--- config.mk ---
export PLATFORM = sky130hd
export DESIGN_NAME = ir_pulse_width_frame_decoder
export DESIGN_NICKNAME = d
export VERILOG_FILES = /design/src/hw/rtl/irpw_pkg.sv /design/src/hw/rtl/irpw_cfg_regs.sv /design/src/hw/rtl/irpw_edge_classify.sv /design/src/hw/rtl/irpw_frame_fsm.sv /design/src/hw/rtl/ir_pulse_width_frame_decoder.sv
export SDC_FILE = /design/constraint.sdc
export NUM_CORES = 1
export LEC_CHECK = 0
export BUFFER_PORTS_ARGS = -buffer_cell sky130_fd_sc_hd__buf_2
export CORE_ASPECT_RATIO = 0.9
export CORE_MARGIN = 2
export CORE_UTILIZATION = 55
export DETAILED_ROUTE_END_ITERATION = 10
export HOLD_SLACK_MARGIN = 0.15
export PLACE_DENSITY_LB_ADDON = 0.2
export RECOVER_POWER = 50
export SYNTH_ARGS = -nofsm -noshare
export SYNTH_HDL_FRONTEND = slang
export SYNTH_SLANG_ARGS = --single-unit
--- constraint.sdc ---
create_clock -name clk -period 4.85 [get_ports clk]
set_clock_uncertainty 0.05 [all_clocks]
set_input_delay 0.2425 -clock clk [delete_from_list [all_inputs] [get_ports clk]]
set_output_delay 0.2425 -clock clk [all_outputs]
set_load 0.005 [all_outputs]
--- src/hw/rtl/irpw_pkg.sv ---
`timescale 1ns / 1ps
// ----------------------------------------------------------------------------
// irpw_pkg: shared types and constants of the IR pulse width frame decoder
// Register indexes, reset values and the structs passed between modules.
// ----------------------------------------------------------------------------
package irpw_pkg;

	localparam int CFG_INDEX_W = 2;
	localparam int TIME_W      = 32;
	localparam int THR_W       = 16;

	localparam logic [CFG_INDEX_W-1:0] REG_GAP_TIMEOUT    = 2'd0;
	localparam logic [CFG_INDEX_W-1:0] REG_ONE_THRESHOLD  = 2'd1;
	localparam logic [CFG_INDEX_W-1:0] REG_ZERO_THRESHOLD = 2'd2;
	localparam logic [CFG_INDEX_W-1:0] REG_START_LIMIT    = 2'd3;

	localparam logic [TIME_W-1:0] GAP_TIMEOUT_RST    = 32'd100000;
	localparam logic [THR_W-1:0]  ONE_THRESHOLD_RST  = 16'd1500;
	localparam logic [THR_W-1:0]  ZERO_THRESHOLD_RST = 16'd450;
	localparam logic [THR_W-1:0]  START_LIMIT_RST    = 16'd4000;

	localparam logic MODE_EDGE = 1'b0;
	localparam logic MODE_READ = 1'b1;

	typedef struct packed {
		logic [TIME_W-1:0] gap_timeout;
		logic [THR_W-1:0]  one_threshold;
		logic [THR_W-1:0]  zero_threshold;
		logic [THR_W-1:0]  start_limit;
	} cfg_t;

	// Classification of one edge against the previous edge time
	typedef struct packed {
		logic wrapped;
		logic timeout;
		logic record;
		logic is_one;
		logic too_short;
	} edge_cls_t;

endpackage

--- src/hw/rtl/irpw_cfg_regs.sv ---
`timescale 1ns / 1ps
// ----------------------------------------------------------------------------
// irpw_cfg_regs: configuration register file
// Four timing registers written through a valid/ready write channel.
// ----------------------------------------------------------------------------
module irpw_cfg_regs (
	input  logic                              clk,
	input  logic                              arst_n,
	input  logic                              cfg_valid,
	input  logic [irpw_pkg::CFG_INDEX_W-1:0]  cfg_index,
	input  logic [irpw_pkg::TIME_W-1:0]       cfg_data,
	output irpw_pkg::cfg_t                    cfg
);

	irpw_pkg::cfg_t cfg_q;

	always_ff @(posedge clk or negedge arst_n) begin
		if (!arst_n) begin
			cfg_q.gap_timeout    <= irpw_pkg::GAP_TIMEOUT_RST;
			cfg_q.one_threshold  <= irpw_pkg::ONE_THRESHOLD_RST;
			cfg_q.zero_threshold <= irpw_pkg::ZERO_THRESHOLD_RST;
			cfg_q.start_limit    <= irpw_pkg::START_LIMIT_RST;
		end else if (cfg_valid) begin
			unique case (cfg_index)
				irpw_pkg::REG_GAP_TIMEOUT:    cfg_q.gap_timeout    <= cfg_data;
				irpw_pkg::REG_ONE_THRESHOLD:  cfg_q.one_threshold  <=
					cfg_data[irpw_pkg::THR_W-1:0];
				irpw_pkg::REG_ZERO_THRESHOLD: cfg_q.zero_threshold <=
					cfg_data[irpw_pkg::THR_W-1:0];
				irpw_pkg::REG_START_LIMIT:    cfg_q.start_limit    <=
					cfg_data[irpw_pkg::THR_W-1:0];
				default: ;
			endcase
		end
	end

	assign cfg = cfg_q;

endmodule

--- src/hw/rtl/irpw_edge_classify.sv ---
`timescale 1ns / 1ps
// ----------------------------------------------------------------------------
// irpw_edge_classify: pulse duration measurement
// Subtracts the previous edge time and compares the duration at full width.
// ----------------------------------------------------------------------------
module irpw_edge_classify (
	input  logic [irpw_pkg::TIME_W-1:0] edge_time,
	input  logic [irpw_pkg::TIME_W-1:0] last_edge_time,
	input  logic                        pin_level,
	input  irpw_pkg::cfg_t              cfg,
	output irpw_pkg::edge_cls_t         cls
);

	logic [irpw_pkg::TIME_W-1:0] dur;

	always_comb begin
		dur           = edge_time - last_edge_time;
		cls.wrapped   = last_edge_time > edge_time;
		cls.timeout   = dur > cfg.gap_timeout;
		cls.record    = !pin_level &&
			(dur < {{(irpw_pkg::TIME_W-irpw_pkg::THR_W){1'b0}}, cfg.start_limit});
		cls.is_one    = dur > {{(irpw_pkg::TIME_W-irpw_pkg::THR_W){1'b0}},
			cfg.one_threshold};
		// a one wins even when the thresholds are out of order
		cls.too_short = !cls.is_one &&
			(dur <= {{(irpw_pkg::TIME_W-irpw_pkg::THR_W){1'b0}}, cfg.zero_threshold});
	end

endmodule

--- src/hw/rtl/irpw_frame_fsm.sv ---
`timescale 1ns / 1ps
// ----------------------------------------------------------------------------
// irpw_frame_fsm: frame state and result register
// Collects bits of one frame, holds it for a read, and registers read results.
// ----------------------------------------------------------------------------
module irpw_frame_fsm #(
	parameter int FRAME_BITS = 32,
	parameter int KEY_BITS   = 15
) (
	input  logic                        clk,
	input  logic                        arst_n,
	input  logic                        go,
	input  logic                        mode,
	input  logic [irpw_pkg::TIME_W-1:0] edge_time,
	input  logic                        pin_level,
	input  irpw_pkg::edge_cls_t         cls,
	input  logic                        out_ready,
	output logic [irpw_pkg::TIME_W-1:0] last_edge_time,
	output logic                        out_valid,
	output logic [KEY_BITS-1:0]         key,
	output logic                        frame_ready,
	output logic                        parse_error
);

	localparam int POS_W = $clog2(FRAME_BITS);
	localparam int FIRST = FRAME_BITS - KEY_BITS;

	typedef enum logic [1:0] {
		ST_IDLE,
		ST_RECV,
		ST_WAIT
	} state_t;

	state_t                      state_q;
	logic [POS_W-1:0]            pos_q;
	logic [irpw_pkg::TIME_W-1:0] last_q;
	logic [KEY_BITS-1:0]         bits_q;
	logic                        invalid_q;
	logic                        out_valid_q;
	logic [KEY_BITS-1:0]         key_q;
	logic                        ready_q;
	logic                        error_q;

	logic [POS_W:0]              pos_next;
	logic [KEY_BITS-1:0]         bit_set;

	always_comb begin
		pos_next = {1'b0, pos_q} + {{POS_W{1'b0}}, 1'b1};
		for (int i = 0; i < KEY_BITS; i++) begin
			bit_set[i] = cls.is_one && (FIRST >= 0) && (int'(pos_q) == FIRST + i);
		end
	end

	always_ff @(posedge clk or negedge arst_n) begin
		if (!arst_n) begin
			state_q     <= ST_IDLE;
			pos_q       <= '0;
			last_q      <= '0;
			bits_q      <= '0;
			invalid_q   <= 1'b0;
			out_valid_q <= 1'b0;
			key_q       <= '0;
			ready_q     <= 1'b0;
			error_q     <= 1'b0;
		end else begin
			if (go && mode == irpw_pkg::MODE_READ) begin
				out_valid_q <= 1'b1;
				ready_q     <= (state_q == ST_WAIT);
				error_q     <= (state_q == ST_WAIT) && invalid_q;
				key_q       <= (state_q == ST_WAIT && !invalid_q) ? bits_q : '0;
				if (state_q == ST_WAIT) begin
					state_q   <= ST_IDLE;
					pos_q     <= '0;
					bits_q    <= '0;
					invalid_q <= 1'b0;
				end
			end else begin
				if (out_ready) begin
					out_valid_q <= 1'b0;
				end
				if (go) begin
					unique case (state_q)
						ST_WAIT: ;
						ST_IDLE: begin
							if (!pin_level) begin
								state_q   <= ST_RECV;
								pos_q     <= '0;
								bits_q    <= '0;
								invalid_q <= 1'b0;
							end
							last_q <= edge_time;
						end
						ST_RECV: begin
							last_q <= edge_time;
							if (cls.wrapped) begin
								pos_q     <= '0;
								bits_q    <= '0;
								invalid_q <= 1'b0;
							end else if (cls.timeout) begin
								// abandon the frame; this edge does not start a new one
								state_q   <= ST_IDLE;
								pos_q     <= '0;
								bits_q    <= '0;
								invalid_q <= 1'b0;
							end else if (cls.record) begin
								invalid_q <= invalid_q | cls.too_short;
								bits_q    <= bits_q | bit_set;
								if (int'(pos_next) >= FRAME_BITS) begin
									state_q <= ST_WAIT;
									pos_q   <= '0;
								end else begin
									pos_q <= pos_next[POS_W-1:0];
								end
							end
						end
						default: state_q <= ST_IDLE;
					endcase
				end
			end
		end
	end

	assign last_edge_time = last_q;
	assign out_valid      = out_valid_q;
	assign key            = key_q;
	assign frame_ready    = ready_q;
	assign parse_error    = error_q;

endmodule

--- src/hw/rtl/ir_pulse_width_frame_decoder.sv ---
`timescale 1ns / 1ps
// ----------------------------------------------------------------------------
// ir_pulse_width_frame_decoder: pulse distance IR remote frame decoder
// Decodes timestamped pin edges into a key and answers key read requests.
//
//   channel | direction | handshake            | payload
//   --------+-----------+----------------------+------------------------------
//   in      | input     | in_valid / in_ready  | mode, edge_time, pin_level
//   out     | output    | out_valid / out_ready| key, frame_ready, parse_error
//   cfg     | input     | cfg_valid / cfg_ready| cfg_index, cfg_data
//
// One item per cycle unless a read is held: a transfer lands in the input
// register, and from there the frame logic updates its state and, for a read,
// loads the result register. Reset restores the default timings and returns
// the decoder to idle. A read stalls in the input register only while the
// result register is full and not taken; edge events pass regardless.
// cfg_ready is always high.
// ----------------------------------------------------------------------------
module ir_pulse_width_frame_decoder #(
	parameter int FRAME_BITS = 32,
	parameter int KEY_BITS   = 15
) (
	input  logic                              clk,
	input  logic                              arst_n,
	input  logic                              in_valid,
	output logic                              in_ready,
	input  logic                              mode,
	input  logic [irpw_pkg::TIME_W-1:0]       edge_time,
	input  logic                              pin_level,
	output logic                              out_valid,
	input  logic                              out_ready,
	output logic [KEY_BITS-1:0]               key,
	output logic                              frame_ready,
	output logic                              parse_error,
	input  logic                              cfg_valid,
	output logic                              cfg_ready,
	input  logic [irpw_pkg::CFG_INDEX_W-1:0]  cfg_index,
	input  logic [irpw_pkg::TIME_W-1:0]       cfg_data
);

	irpw_pkg::cfg_t              cfg;
	irpw_pkg::edge_cls_t         cls;
	logic                        valid_s1;
	logic                        mode_s1;
	logic [irpw_pkg::TIME_W-1:0] time_s1;
	logic                        level_s1;
	logic [irpw_pkg::TIME_W-1:0] last_edge_time;
	logic                        go;

	// hold a read only while the result register cannot take it
	assign go       = valid_s1 &&
		!(mode_s1 == irpw_pkg::MODE_READ && out_valid && !out_ready);
	assign in_ready = !valid_s1 || go;
	assign cfg_ready = 1'b1;

	always_ff @(posedge clk or negedge arst_n) begin
		if (!arst_n) begin
			valid_s1 <= 1'b0;
			mode_s1  <= irpw_pkg::MODE_EDGE;
			time_s1  <= '0;
			level_s1 <= 1'b0;
		end else if (in_ready) begin
			valid_s1 <= in_valid;
			mode_s1  <= mode;
			time_s1  <= edge_time;
			level_s1 <= pin_level;
		end
	end

	irpw_cfg_regs u_cfg (
		.clk       (clk),
		.arst_n    (arst_n),
		.cfg_valid (cfg_valid),
		.cfg_index (cfg_index),
		.cfg_data  (cfg_data),
		.cfg       (cfg)
	);

	irpw_edge_classify u_cls (
		.edge_time      (time_s1),
		.last_edge_time (last_edge_time),
		.pin_level      (level_s1),
		.cfg            (cfg),
		.cls            (cls)
	);

	irpw_frame_fsm #(
		.FRAME_BITS (FRAME_BITS),
		.KEY_BITS   (KEY_BITS)
	) u_fsm (
		.clk            (clk),
		.arst_n         (arst_n),
		.go             (go),
		.mode           (mode_s1),
		.edge_time      (time_s1),
		.pin_level      (level_s1),
		.cls            (cls),
		.out_ready      (out_ready),
		.last_edge_time (last_edge_time),
		.out_valid      (out_valid),
		.key            (key),
		.frame_ready    (frame_ready),
		.parse_error    (parse_error)
	);

endmodule

==> run metrics <==
status=finished with violations; antenna-violating nets left=0; first-pass GRT wire length=46550 um; Post-synth EDFFs=0; Area growth syn-to-layout=23.22%; CTS buffer count=17; die footprint=22260 sq um; dpl ws=0.007141 ns; most used routing layer=met2; vias in the first global route=9304; GRT met3 Usage=3.818%; DR pass1 iterations=5; Max Freq=214.0 MHz; post-synth top area share=35.61%; Switching Share=37.70%; die width=157.1 um; Ys Warns=0; CTS root buffer=clkbuf_16; Post-Syn Nets=1402; worst hold slack=0.4369 ns; Worst EP arrival=4.99 ns; DR vias/cell=5.602; nets=1602; Synth area leaders=dfrtp_1, ha_1, mux2_2; die height=141.8 um; met2 Track Usage GR=42.04%; clock tree buffer depth=2; I/O Pins=93; RSZ-0062 raised after global routing=true; Tmin final=4.674 ns; routed vias=9591; kind of critical path=flop to flop; Final GP Congestion=0.9446; share of cells above drive strength 1=23.56%; switching power=2.255 mW; GR met1 Demand/Resource=38.13%; DRC viols=0; number of inserted diodes=0; sequential share of the synthesized area=40.82%; CTS H-tree lvls=4; fill count=1608; Post-synth ARST share=100.0%; worst slew pin tran=3.969 ns; area of the multi-input gates=6441 sq um; Hold Crit Class=flop to flop; hold path cells=1; Post-Syn Area=11600 sq um; CTS tree=done; maximum vdd drop=0.2477 mV; failing checks=max-capacitance violations, max-slew violations; maxcap violations=3; WL per Instance=16.61 um; CP endpoint kind=flop; pin count of the biggest net entering global routing=116; Logic pwr share=43.3%; DRT Wirelength=28430 um; Cells after Synth=1213; P per Cell Area=418.6 nW/um^2; slack of the worst reg-to-reg path=0.18 ns; FF/Latch Area=4733 sq um; Syn Area/Cell=9.560 sq um; area leader, netlist=dfrtp_1; internal cell power=3.726 mW; crit path max fanout=6; total global routing overflow=0; initial antenna violation count=0; Leak Pwr=6.642 nW; final worst slack=0.1761 ns; top_reg_cell synth=dfrtp_1; drt first-iter violations=704; final period utilization=96.37%; Critical Path Start Type=flop; Sequential Power Share=31.4%; Seq cells post-synth=188; clock share of power=25.4%; Hold Violations, Final=0; max-slew violation count=176; Reg clk slew, reported paths=0.08 ns; Reg2Reg Depth=21; Buffers on Ports=91; Tot GR Track Use=26.29%; starting density of the core=55.83%; Worst Path Required=5.16 ns; later-pin clock latency in the skew report=0.45 ns; core area=20770 sq um; DP Wirelength=20200 um; clk sinks=188; number of library cell types mapped by synthesis=81; Slew headroom=-164.6%; row cnt=50; final setup vio count=0
[critical path, cell delays in order (launching register included)]
cell	delay [ns]
dfrtp_1	0.38
inv_1	0.07
ha_1	0.16
inv_1	0.06
fa_2	0.36
a21o_4	0.24
a221oi_4	0.33
o211a_4	0.22
xnor2_1	0.18
ha_1	0.31
and4_1	0.23
nand3_1	0.14
a21oi_1	0.09
a2111oi_2	0.39
buf_4	0.16
o21ai_0	0.09
nand4_1	0.16
a31oi_4	0.12
nor4_2	0.29
buf_4	0.16
nand3_4	0.12
o31ai_2	0.26
[cell usage in the layout (no fill, tap or decap), types with 44 or more instances in the layout]
cell type / instances
o21ai_0: 99
inv_1: 129
a21oi_1: 58
mux2_2: 83
nor2_1: 44
buf_2: 78
nand2_1: 131
dlygate4sd3_1: 69
buf_4: 63
ha_1: 110
dfrtp_1: 165
[registers in the layout, summed over array words and instances (netlist names)]
| register | count |
|---|---|
| level_s1 | 1 |
| mode_s1 | 1 |
| time_s1 | 32 |
| u_cfg.cfg | 80 |
| u_fsm.bits_q | 15 |
| u_fsm.frame_ready | 1 |
| u_fsm.invalid_q | 1 |
| u_fsm.key | 15 |
| u_fsm.last_edge_time | 32 |
| u_fsm.out_valid | 1 |
| u_fsm.parse_error | 1 |
| u_fsm.pos_q | 5 |
| u_fsm.state_q | 2 |
| valid_s1 | 1 |
[cell type report]
type	count	area share [%]
inverters	129	3.389
well taps	286	2.504
flip-flops and latches	188	33.13
clock inverters	15	1.515
repair buffers	226	11.41
clock buffers	17	2.977
multi-input cells	851	45.08
[power groups by stage]
stage | combinational [mW] | clock, mW | sequential, mW
2_1_floorplan | 1.60 | 0 | 1.87
3_3_place_gp | 2.27 | 0 | 1.89
3_5_place_dp | 2.32 | 0 | 1.90
4_1_cts | 2.40 | 1.53 | 1.87
5_1_grt | 2.89 | 1.61 | 1.90
6_report | 2.59 | 1.52 | 1.88
[logic make-up after synthesis]
logic type	Yosys count	synth area share, %
buffers and inverters	174	5.956
multiplexers	85	8.243
AO/OA/AOI/OAI	304	16.79
AND/OR/NAND/NOR	322	13.84
XOR/XNOR	23	1.737
other	1	0.03234
flip-flops	188	40.82
adder cells (fa/ha/maj)	116	12.58
[timing repair]
item / CTS / global route
hold buffers: 69 / 0
pin swaps: 0 / 26
buffers inserted: 0 / 12
hold endpoints to repair: 187 / 0
endpoints found under the setup margin: 6 / 23
resized for setup: 4 / 56
gates cloned: 0 / 0
[metal layers]
| layer | part of all wire (%) | vias to the layer above |
|---|---|---|
| li1 | - | 4712 |
| met1 | 49 | 4624 |
| met2 | 47 | 227 |
| met3 | 3.6 | 28 |
| met4 | 1.4 | 0 |
| met5 | 0 | - |
[synthesized netlist by cell type, drive strengths merged (8+ instances only)]
cell type,count
a21o,26
o31ai,8
dfrtp,165
o211ai,11
a211oi,9
a22o,16
ha,115
mux2,84
o21a,8
nand2,131
nor2b,10
nand4,24
xnor2,17
nand3,24
inv,129
nand2b,13
dfstp,23
buf,14
clkbuf,31
and3,12
a21oi,61
nor3,18
o21ai,114
nor4,10
nor2,44
[metrics by stage]
step | power (mW) | instances | util, % | instance area [sq um] | TNS, ns
floorplan | 3.472 | 1213 | - | 11600 | 0
global placement | 4.160 | 1599 | 60.86 | 12640 | 0
detailed placement | 4.219 | 1599 | 60.86 | 12640 | 0
CTS | 5.805 | 1700 | 67.39 | 14000 | 0
global route | 6.398 | 1712 | 68.80 | 14290 | -0.4271
finish | 5.982 | 1712 | 68.80 | 14290 | 0
[path summary, 6_finish.rpt]
path | from | end
setup / recovery | time_s1[0] | u_fsm.bits_q[10]
hold / removal | u_fsm.frame_ready | u_fsm.frame_ready
setup reg to reg | time_s1[0] | u_fsm.bits_q[10]
hold reg to reg | u_fsm.frame_ready | u_fsm.frame_ready
max in group asynchronous | arst_n | u_fsm.last_edge_time[21]
min in group asynchronous | arst_n | u_cfg.cfg[21]
No activity file was read; power rests on OpenSTA's default activity.
